$ cat config.mk
export PLATFORM = sky130hd
export DESIGN_NAME = seven_segment_frame_formatter
export DESIGN_NICKNAME = d
export VERILOG_FILES = /design/src/hdl/ssfmt_pkg.sv /design/src/hdl/ssfmt_scale.sv /design/src/hdl/ssfmt_split.sv /design/src/hdl/ssfmt_frame.sv /design/src/hdl/seven_segment_frame_formatter.sv
export SDC_FILE = /design/constraint.sdc
export NUM_CORES = 1
export LEC_CHECK = 0
export BUFFER_PORTS_ARGS = -buffer_cell sky130_fd_sc_hd__buf_2
export CAP_MARGIN = 25
export CORE_MARGIN = 5
export CORE_UTILIZATION = 45
export DETAILED_ROUTE_END_ITERATION = 7
export PLACE_DENSITY = 0.65
export SLEW_MARGIN = 20
export SYNTH_ARGS = -nofsm -noshare
export SYNTH_HDL_FRONTEND = slang
export SYNTH_HIERARCHICAL = 1
export SYNTH_SLANG_ARGS = --single-unit
$ cat constraint.sdc
create_clock -name clock -period 18.7 [get_ports clock]
set_clock_uncertainty 0.2 [all_clocks]
set_input_delay 0 -clock clock [delete_from_list [all_inputs] [get_ports clock]]
set_output_delay 0 -clock clock [all_outputs]
set_load 0.005 [all_outputs]
$ cat src/hdl/ssfmt_pkg.sv
// Shared types, constants and segment tables for the seven segment frame formatter.
// No dependencies; every other file of the block imports this package.
package ssfmt_pkg;

   localparam int SLOTS = 7;
   localparam int CNT_W = $clog2(SLOTS);
   localparam logic [CNT_W-1:0] LAST_SLOT = CNT_W'(SLOTS - 1);

   localparam logic [2:0] FUNC_STRENGTH  = 3'd0;
   localparam logic [2:0] FUNC_CUR_TIME  = 3'd1;
   localparam logic [2:0] FUNC_BEST_TIME = 3'd2;
   localparam logic [2:0] FUNC_BLANK_RED = 3'd3;
   localparam logic [2:0] FUNC_BLANK_ALL = 3'd4;

   localparam logic [6:0]  PCT_MAX      = 7'd100;
   localparam logic [13:0] BEST_MAX     = 14'd9999;
   localparam logic [9:0]  TENTHS_MAX   = 10'd999;
   localparam logic [32:0] ROUND_US     = 33'd50000;
   localparam logic [31:0] CUR_LIMIT_US = 32'd99950000;

   // (us + 50000) / 100000 = ((us + 50000) >> 5) / 3125, the latter by reciprocal
   localparam int          TENTH_SHIFT = 5;
   localparam int          SCALED_W    = 22;
   localparam logic [22:0] RECIP_3125  = 23'd5497559;
   localparam int          RECIP_SHIFT = 34;
   localparam int          SCALE_PROD_W = SCALED_W + 23;

   localparam logic [12:0] HUND_RECIP = 13'd5243;
   localparam int          HUND_SHIFT = 19;
   localparam logic [7:0]  TEN_RECIP  = 8'd205;
   localparam int          TEN_SHIFT  = 11;

   localparam logic [7:0] RED_DP   = 8'h08;
   localparam logic [7:0] GREEN_DP = 8'h20;

   typedef struct packed {
      logic [2:0]  func;
      logic [9:0]  tenths;
      logic [6:0]  pct;
      logic [13:0] best;
   } scaled_type;

   typedef struct packed {
      logic [2:0]  func;
      logic [13:0] num;
      logic [6:0]  hi;
   } split_type;

   typedef struct packed {
      logic [3:0] tens;
      logic [3:0] ones;
   } digit_pair_type;

   function automatic digit_pair_type split10(input logic [6:0] v);
      logic [14:0]    prod;
      digit_pair_type r;
      prod   = 15'(v) * 15'(TEN_RECIP);
      r.tens = prod[TEN_SHIFT +: 4];
      r.ones = 4'(v - 7'(r.tens) * 7'd10);
      return r;
   endfunction

   function automatic logic [7:0] red_seg(input logic [3:0] d);
      logic [7:0] s;
      case (d)
         4'd0: s = 8'h77;
         4'd1: s = 8'h14;
         4'd2: s = 8'hB3;
         4'd3: s = 8'hB6;
         4'd4: s = 8'hD4;
         4'd5: s = 8'hE6;
         4'd6: s = 8'hE7;
         4'd7: s = 8'h34;
         4'd8: s = 8'hF7;
         4'd9: s = 8'hF6;
         default: s = 8'h00;
      endcase
      return s;
   endfunction

   function automatic logic [7:0] green_seg(input logic [3:0] d);
      logic [7:0] s;
      case (d)
         4'd0: s = 8'h5F;
         4'd1: s = 8'h0C;
         4'd2: s = 8'h9B;
         4'd3: s = 8'h9E;
         4'd4: s = 8'hCC;
         4'd5: s = 8'hD6;
         4'd6: s = 8'hD7;
         4'd7: s = 8'h1C;
         4'd8: s = 8'hDF;
         4'd9: s = 8'hDE;
         default: s = 8'h00;
      endcase
      return s;
   endfunction

endpackage

$ cat src/hdl/ssfmt_scale.sv
// Input register and scaling stage: clamps percent and hundredths, rounds microseconds
// to tenths by reciprocal multiply. Depends on ssfmt_pkg.
module ssfmt_scale (
   input  logic                   clock,
   input  logic                   reset,
   input  logic                   req_valid,
   output logic                   req_stall,
   input  logic [2:0]             req_func,
   input  logic [31:0]            req_value,
   output logic                   out_vld,
   input  logic                   out_ready,
   output ssfmt_pkg::scaled_type  out_data
);
   import ssfmt_pkg::*;

   logic                        a_vld_ff;
   logic [2:0]                  a_func_ff;
   logic [31:0]                 a_value_ff;
   logic                        b_vld_ff;
   scaled_type                  b_ff;
   scaled_type                  b_in;
   logic                        a_ready;
   logic                        b_ready;
   logic [32:0]                 rounded;
   logic [SCALED_W-1:0]         scaled;
   logic [SCALE_PROD_W-1:0]     prod;

   assign b_ready   = !b_vld_ff || out_ready;
   assign a_ready   = !a_vld_ff || b_ready;
   assign req_stall = !a_ready;

   assign rounded = {1'b0, a_value_ff} + ROUND_US;
   assign scaled  = rounded[TENTH_SHIFT +: SCALED_W];
   assign prod    = SCALE_PROD_W'(scaled) * SCALE_PROD_W'(RECIP_3125);

   always_comb begin
      b_in.func   = a_func_ff;
      b_in.tenths = (a_value_ff >= CUR_LIMIT_US) ? TENTHS_MAX : prod[RECIP_SHIFT +: 10];
      b_in.pct    = (a_value_ff > 32'(PCT_MAX)) ? PCT_MAX : a_value_ff[6:0];
      b_in.best   = (a_value_ff > 32'(BEST_MAX)) ? BEST_MAX : a_value_ff[13:0];
   end

   always_ff @(posedge clock) begin
      if (reset) begin
         a_vld_ff <= 1'b0;
         b_vld_ff <= 1'b0;
      end else begin
         if (a_ready) a_vld_ff <= req_valid;
         if (b_ready) b_vld_ff <= a_vld_ff;
      end
   end

   always_ff @(posedge clock) begin
      if (a_ready && req_valid) begin
         a_func_ff  <= req_func;
         a_value_ff <= req_value;
      end
      if (b_ready && a_vld_ff) b_ff <= b_in;
   end

   assign out_vld  = b_vld_ff;
   assign out_data = b_ff;

endmodule

$ cat src/hdl/ssfmt_split.sv
// Hundreds split stage: picks the number to show and divides it by 100 by reciprocal.
// Depends on ssfmt_pkg.
module ssfmt_split (
   input  logic                   clock,
   input  logic                   reset,
   input  logic                   in_vld,
   output logic                   in_ready,
   input  ssfmt_pkg::scaled_type  in_data,
   output logic                   out_vld,
   input  logic                   out_ready,
   output ssfmt_pkg::split_type   out_data
);
   import ssfmt_pkg::*;

   logic        c_vld_ff;
   split_type   c_ff;
   split_type   c_in;
   logic [26:0] hi_prod;

   assign in_ready = !c_vld_ff || out_ready;

   always_comb begin
      c_in.func = in_data.func;
      case (in_data.func)
         FUNC_STRENGTH: c_in.num = 14'(in_data.pct);
         FUNC_CUR_TIME: c_in.num = 14'(in_data.tenths);
         default:       c_in.num = in_data.best;
      endcase
      hi_prod  = 27'(c_in.num) * 27'(HUND_RECIP);
      c_in.hi  = hi_prod[HUND_SHIFT +: 7];
   end

   always_ff @(posedge clock) begin
      if (reset) begin
         c_vld_ff <= 1'b0;
      end else if (in_ready) begin
         c_vld_ff <= in_vld;
      end
   end

   always_ff @(posedge clock) begin
      if (in_ready && in_vld) c_ff <= c_in;
   end

   assign out_vld  = c_vld_ff;
   assign out_data = c_ff;

endmodule

$ cat src/hdl/ssfmt_frame.sv
// Digit encode and frame serializer: builds the seven segment bytes of one frame and
// sends them from slot 6 down to slot 0. Depends on ssfmt_pkg.
module ssfmt_frame (
   input  logic                  clock,
   input  logic                  reset,
   input  logic                  in_vld,
   output logic                  in_ready,
   input  ssfmt_pkg::split_type  in_data,
   output logic                  rsp_valid,
   input  logic                  rsp_stall,
   output logic [7:0]            rsp_segment_byte,
   output logic                  rsp_last
);
   import ssfmt_pkg::*;

   logic                 frm_vld_ff;
   logic [CNT_W-1:0]     cnt_ff;
   logic [7:0]           frame_ff [SLOTS];
   logic [7:0]           frame_in [SLOTS];
   logic [6:0]           lo;
   digit_pair_type       hp;
   digit_pair_type       lp;
   logic                 out_take;
   logic                 load;

   assign lo = 7'(in_data.num - 14'(in_data.hi) * 14'd100);
   assign hp = split10(in_data.hi);
   assign lp = split10(lo);

   always_comb begin
      for (int i = 0; i < SLOTS; i++) frame_in[i] = 8'h00;
      case (in_data.func)
         FUNC_STRENGTH: begin
            frame_in[0] = (in_data.hi != 7'd0) ? red_seg(hp.ones) : 8'h00;
            frame_in[1] = (in_data.hi != 7'd0 || lp.tens != 4'd0) ? red_seg(lp.tens) : 8'h00;
            frame_in[2] = red_seg(lp.ones);
         end
         FUNC_CUR_TIME: begin
            frame_in[0] = (in_data.hi != 7'd0) ? red_seg(hp.ones) : 8'h00;
            frame_in[1] = red_seg(lp.tens) | RED_DP;
            frame_in[2] = red_seg(lp.ones);
         end
         FUNC_BEST_TIME: begin
            frame_in[3] = (hp.tens != 4'd0) ? green_seg(hp.tens) : 8'h00;
            frame_in[4] = green_seg(hp.ones) | GREEN_DP;
            frame_in[5] = green_seg(lp.tens);
            frame_in[6] = green_seg(lp.ones);
         end
         FUNC_BLANK_RED, FUNC_BLANK_ALL: begin
         end
         default: begin
         end
      endcase
   end

   assign out_take = frm_vld_ff && !rsp_stall;
   assign in_ready = !frm_vld_ff || (out_take && cnt_ff == LAST_SLOT);
   assign load     = in_ready && in_vld;

   always_ff @(posedge clock) begin
      if (reset) begin
         frm_vld_ff <= 1'b0;
         cnt_ff     <= '0;
      end else begin
         if (in_ready) frm_vld_ff <= in_vld;
         if (out_take) begin
            if (cnt_ff == LAST_SLOT) cnt_ff <= '0;
            else                     cnt_ff <= cnt_ff + CNT_W'(1);
         end
      end
   end

   always_ff @(posedge clock) begin
      if (load) begin
         for (int i = 0; i < SLOTS; i++) frame_ff[i] <= frame_in[i];
      end
   end

   assign rsp_valid        = frm_vld_ff;
   assign rsp_segment_byte = frame_ff[LAST_SLOT - cnt_ff];
   assign rsp_last         = (cnt_ff == LAST_SLOT);

   a_last_wraps: assert property (@(posedge clock) disable iff (reset)
      (rsp_valid && !rsp_stall && rsp_last) |=> (cnt_ff == '0))
      else $error("slot counter did not wrap after the last byte");

   a_count_steps: assert property (@(posedge clock) disable iff (reset)
      (rsp_valid && !rsp_stall && !rsp_last) |=>
         (rsp_valid && cnt_ff == $past(cnt_ff) + CNT_W'(1)))
      else $error("frame dropped or counter skipped mid-frame");

   a_count_idle: assert property (@(posedge clock) disable iff (reset)
      (cnt_ff != '0) |-> frm_vld_ff)
      else $error("slot counter moved without a frame");

   a_frame_held: assert property (@(posedge clock) disable iff (reset)
      (frm_vld_ff && !(rsp_valid && !rsp_stall && rsp_last)) |=>
         (frame_ff[0] == $past(frame_ff[0]) && frame_ff[6] == $past(frame_ff[6])))
      else $error("frame overwritten while bytes remain");

endmodule

$ cat src/hdl/seven_segment_frame_formatter.sv
// Seven segment frame formatter: each req_ transaction (func, value) yields seven
// rsp_ transactions of segment bytes, slot 6 first, with rsp_last on slot 0. The byte
// serializer sends one frame at a time; a new item is taken while the previous frame is
// still being sent. From acceptance to the first byte an item passes the input
// register, scaling multiply, hundreds split and frame register. Depends on ssfmt_pkg.
module seven_segment_frame_formatter (
   input  logic        clock,
   input  logic        reset,
   input  logic        req_valid,
   output logic        req_stall,
   input  logic [2:0]  req_func,
   input  logic [31:0] req_value,
   output logic        rsp_valid,
   input  logic        rsp_stall,
   output logic [7:0]  rsp_segment_byte,
   output logic        rsp_last
);
   import ssfmt_pkg::*;

   logic       scl_vld;
   logic       scl_ready;
   scaled_type scl_data;
   logic       spl_vld;
   logic       spl_ready;
   split_type  spl_data;

   ssfmt_scale u_scale (
      .clock     (clock),
      .reset     (reset),
      .req_valid (req_valid),
      .req_stall (req_stall),
      .req_func  (req_func),
      .req_value (req_value),
      .out_vld   (scl_vld),
      .out_ready (scl_ready),
      .out_data  (scl_data)
   );

   ssfmt_split u_split (
      .clock     (clock),
      .reset     (reset),
      .in_vld    (scl_vld),
      .in_ready  (scl_ready),
      .in_data   (scl_data),
      .out_vld   (spl_vld),
      .out_ready (spl_ready),
      .out_data  (spl_data)
   );

   ssfmt_frame u_frame (
      .clock            (clock),
      .reset            (reset),
      .in_vld           (spl_vld),
      .in_ready         (spl_ready),
      .in_data          (spl_data),
      .rsp_valid        (rsp_valid),
      .rsp_stall        (rsp_stall),
      .rsp_segment_byte (rsp_segment_byte),
      .rsp_last         (rsp_last)
   );

endmodule

-- After elaboration in Yosys (flattened, before gate mapping)
Memories as Yosys holds them, arrays and structs flattened.
Cells that the tools add are included.
- output and inout port bits: 11
- register bits: 93
- bits in latches: 0
- memory bits (read-only): 1120
- logic and storage cells: 77
- memories kept: 11
- bits of input ports: 39
- memory bits (writable): 56
- bitwise operators: 0
- add/subtract/negate cells: 6
- equal/unequal tests: 4
- div/mod/pow operators: 0
- magnitude comparators: 3
- $mul: 7
- shift operators: 0
- mux-type cells: 10
- reductions and logical operators: 22
- memories (name ; depth ; bits a word ; rd ports ; clocked after memory_dff ; wr ports ; RTL line ; source):
    (name not given) ; 16 ; 7 ; 1 ; 0 ; 0 ; ssfmt_pkg.sv:65 ; case (d)
    (name not given) ; 16 ; 7 ; 1 ; 0 ; 0 ; ssfmt_pkg.sv:65 ;
    (name not given) ; 16 ; 7 ; 1 ; 0 ; 0 ; ssfmt_pkg.sv:65 ;
    (name not given) ; 16 ; 7 ; 1 ; 0 ; 0 ; ssfmt_pkg.sv:65 ;
    (name not given) ; 16 ; 7 ; 1 ; 0 ; 0 ; ssfmt_pkg.sv:65 ;
    (name not given) ; 16 ; 7 ; 1 ; 0 ; 0 ; ssfmt_pkg.sv:65 ;
    5 more memories ; - ; - ; - ; - ; - ; - ;
- operators with widths (kind ; number):
    one-hot mux 24 bit (2 select lines) ; 1
    multiplier 22 x 23 -> 44 bit, second input constant ; 1
    >= comparator 32 x 27 -> 1 bit, second input constant ; 1
    > comparator 32 x 14 -> 1 bit, second input constant ; 1
    > comparator 32 x 7 -> 1 bit, second input constant ; 1
    2-to-1 mux 32 bit ; 1
    2-to-1 mux 8 bit ; 4
    multiplier 7 x 8 -> 15 bit, second input constant ; 2
    one-hot mux 14 bit (2 select lines) ; 1
    adder 27 x 16 -> 27 bit, second input constant ; 1
    multiplier 14 x 13 -> 26 bit, second input constant ; 1
    multiplier 4 x 3 -> 3 bit, second input constant ; 2
    nonzero test 4 bit ; 2
    subtractor 4 bit ; 2
    multiplier 7 x 5 -> 5 bit, second input constant ; 1
    nonzero test 7 bit ; 1
    subtractor 7 bit ; 1
    equality test 3 x 1 -> 1 bit, second input constant ; 2
    logical AND 1 bit ; 6
    logical NOT 1 bit ; 6
    logical NOT 3 bit ; 2
    logical OR 1 bit ; 5
    adder 3 x 1 -> 3 bit, second input constant ; 1
    equality test 3 x 2 -> 1 bit, second input constant ; 1
    other kinds (4) ; 5

-- Logic depth before layout (Yosys ltp)
- depth after elaboration: 8
- gate-level depth with buffers: 30
- mapped depth without buffers: 29

-- Modules after synthesis
The synthesis kept the hierarchy.
- modules (own cells, without submodules) (module ; cells each ; area an instance (um^2) ; instances):
    ssfmt_scale ; 1185 ; 12376.9 ; 1
    ssfmt_frame ; 500 ; 5398.9 ; 1
    ssfmt_split ; 421 ; 4369.2 ; 1

-- Least setup slack after synthesis
Ideal clock, no wire load.
- path type: flip-flop to flip-flop
- from: reg u_scale.a_value_ff[5]
- to: reg u_scale.b_ff (netlist bit u_scale/out_data[24]), data pin
- data arrival time: 7400 ps
- stages on the path, launching flop included: 28
- data required time: 18235 ps
- setup time: 265 ps
- buffers on the path: 0
- path slack: 10835 ps
- cell sequence: edfxtp_1 ha_1 o21ai_0 nand2_1 and2_1 nor3_1 or4b_2 xnor2_1 ha_1 nand2_1 mux2i_2 nor2_1 ha_1 or2_2 ha_1 xor2_1 fa_1 fa_1 fa_1 fa_1 ha_1 a21oi_1 o21a_1 nand3_1 or4b_2 o221a_2 nor3_1 nor3_1
- word-level cells in the longest chain between the ends: 2
- RTL lines (what ; RTL line ; source):
    from (decl) ; ssfmt_scale.sv:18 ; logic [31:0] a_value_ff;
    from (signal assigned) ; ssfmt_scale.sv:56 ; a_value_ff <= req_value;
    adder 27 x 16 -> 27 bit ; ssfmt_scale.sv:32 ; assign rounded = {1'b0, a_value_ff} + ROUND_US;
    multiplier 22 x 23 -> 44 bit ; ssfmt_scale.sv:34 ; assign prod = SCALE_PROD_W'(scaled) * SCALE_PROD_W'(RECIP_3125);
    to (signal assigned) ; ssfmt_scale.sv:58 ; if (b_ready && a_vld_ff) b_ff <= b_in;
    to (decl) ; ssfmt_scale.sv:20 ; scaled_type b_ff;
Several ways; a longest one is shown, not always the timed one.
A chain may end at the register's enable or synchronous reset.

-- Final worst setup path
Ends and elaborated chain as after synthesis.

==> impl_metrics.json <==
{
  "run_status": "finished clean",
  "cts.htree.levels": 4,
  "syn_nets": 2816,
  "floorplan.initialDensity_pct": 45.2,
  "initialDrtViolationCount": 837,
  "synth_warnings": 6,
  "grt_antenna_before_repair": 1,
  "grt_usage_pct": 20.3,
  "syn_area_mm2": 0.0219,
  "period_share_pct": 48.0,
  "drt-pass1-iter-count": 5,
  "fin_worst_hold_slack_ns": 0.0883,
  "critical-path-top-cell-by-count": "ha_1",
  "number_of_input_and_output_port_buffers_inserted": 49,
  "cts_root_buf": "clkbuf_16",
  "vias_in_the_first_global_route": 16400,
  "achievable-frequency_ghz": 0.111,
  "worstSetupPathType": "reg -> reg",
  "critPathLaunchType": "flip-flop",
  "design.die.area_mm2": 0.0533,
  "setup_repair_after_global_routing_missed_its_margin": "no",
  "holdCritStartpoint": "req_value[31]",
  "finalWeightedCongestion": 0.955,
  "required_ns": 18.74,
  "detail_route.wirelength_um": 53200,
  "count_of_nets_left_with_antenna_violations_after_detail_routing": 0,
  "grt_first_pass_wirelength_um": 86200,
  "min_delay_worst_type": "in -> reg",
  "route.detailed.wl_per_inst_um": 18.8,
  "critPathMaxStageDelay_ns": 0.74,
  "die_x_um": 231,
  "tritoncts.num_buffers": 17,
  "slowest_stage": "a2111oi_1",
  "synthToLayoutAreaGrowth_pct": 9.12,
  "crit_path_end_kind": "flip-flop",
  "io_pins": 50,
  "cp_data_arrival_time_ns": 9.01,
  "clkSinkCount": 144,
  "clk_path_buf_depth": 2,
  "regToRegStartpoint": "u_scale/a_value_ff[5]",
  "cap_viol_max_count": 0,
  "maxSlewHeadroom_pct": 32.6,
  "placeableCoreArea_mm2": 0.0485,
  "via_per_inst": 5.34,
  "syn-instance-count": 2099,
  "num_vias": 15100,
  "setup.reg_to_reg.worst_slack_ns": 9.73,
  "critical_path.reg2reg.endpoint": "u_scale/out_data[24]",
  "worst-path-max-fanout": 6,
  "place.detailed.hpwl_um": 45800,
  "reg2reg_depth": 26,
  "clock_insertion_delay_worst_skew_ns": 0.42,
  "design.final.nets": 2909,
  "placed_cells_incl_taps": 2754,
  "die_y_um": 231,
  "grt_overflow": 0,
  "tritoncts": "done",
  "std_cell_rows": 81,
  "layout_min_cycle_time_ns": 8.97,
  "grt_max_degree": 36,
  "cts.clk_slew.worst_paths_ns": 0.06,
  "cts.repair_timing.setup_buffer_count": 0,
  "hold_viol": 0,
  "post_layout_nonfiller_instances": 2828,
  "drv_slew": 0,
  "drc": 0,
  "worstHoldEndpoint": "u_scale/a_value_ff[31]",
  "worst_pin_slew_ns": 1.00,
  "setup-violations-final": 0,
  "setup_total_negative_slack_ns": 0,
  "avgSynthCellArea_um2": 10.5,
  "final_layout_size_suffix_gt1_share_pct": 7.71,
  "whs_path_depth": 2
}
## metrics by stage
| stage | worst slack [ns] | utilization [%] | instance area, um^2 |
|---|---|---|---|
| floorplan | 10.84 | - | 21900 |
| global placement | 10.26 | 47.2 | 22900 |
| detailed placement | 9.90 | 47.3 | 22900 |
| CTS | 9.84 | 49.2 | 23900 |
| global route | 9.34 | 49.3 | 23900 |
| finish | 9.73 | 49.3 | 23900 |
## worst max-delay path: cells and delay by family (launching register included)
family	cells	cell delay (ns)
XOR/XNOR	2	0.68
flip-flops	1	0.39
AO/OA/AOI/OAI	4	1.58
adder cells (fa/ha/maj)	9	3.53
multiplexers	1	0.32
AND/OR/NAND/NOR	9	1.98
buffers and inverters	1	0.08
## registers in the layout, indices dropped and copies added, names as in the netlist
register and flops:
u_frame/frame_ff 51, u_scale/out_data 34, u_scale/a_value_ff 32, u_split/out_data 17, u_frame/cnt_ff 3, u_scale/a_func_ff 3, u_frame/rsp_valid 1, u_scale/a_vld_ff 1
u_scale/out_vld 1, u_split/out_vld 1
## how the worst max path moves through the flow
| stage | start | to | slack [ns] | cells past startpoint |
|---|---|---|---|---|
| finish | u_scale/a_value_ff[5] | u_scale/out_data[24] | 9.73 | 26 |
| detailed placement | u_scale/a_value_ff[5] | u_scale/out_data[24] | 9.90 | 26 |
| CTS | u_scale/a_value_ff[5] | u_scale/out_data[24] | 9.84 | 26 |
| global placement | u_scale/a_value_ff[5] | u_scale/out_data[29] | 10.26 | 27 |
| floorplan | u_scale/a_value_ff[5] | u_scale/out_data[24] | 10.84 | 27 |
| global route | u_scale/a_value_ff[5] | u_scale/out_data[24] | 9.34 | 26 |
## placed cells by master, fill, tap and decap left out, drive strengths merged, types with 47 or more instances in the layout
| cell type | instances |
|---|---|
| o21ai | 47 |
| edfxtp | 137 |
| a21oi | 90 |
| nor2 | 121 |
| xnor2 | 48 |
| ha | 417 |
| buf | 63 |
| nand2 | 69 |
| fa | 261 |
| inv | 469 |
## metal layers
layer	global-route usage (%)	vias up	routed length, um
met5	0	-	0
met4	6.04	0	1740
met3	2.72	87	1940
met2	37.8	348	27900
met1	24.6	7493	21600
li1	-	7179	-
## layout make-up
cell class              count  area [um^2]
fillers                  4409        24600
multi-input cells        1464        15800
flip-flops and latches    144         4250
inverters                 463         1740
repair buffers            102          781
well taps                 622          778
clock buffers              18          429
clock inverters            14          128
diodes                      1         2.50
## what timing repair did
item	4_1_cts	5_1_grt
gates resized for setup	0	0
endpoints found under the hold margin	77	0
hold buffers	39	0
setup endpoints to repair	0	0
Power is not shown: default switching activity piles up to over one toggle a cycle in this logic, so the estimate is an artifact.
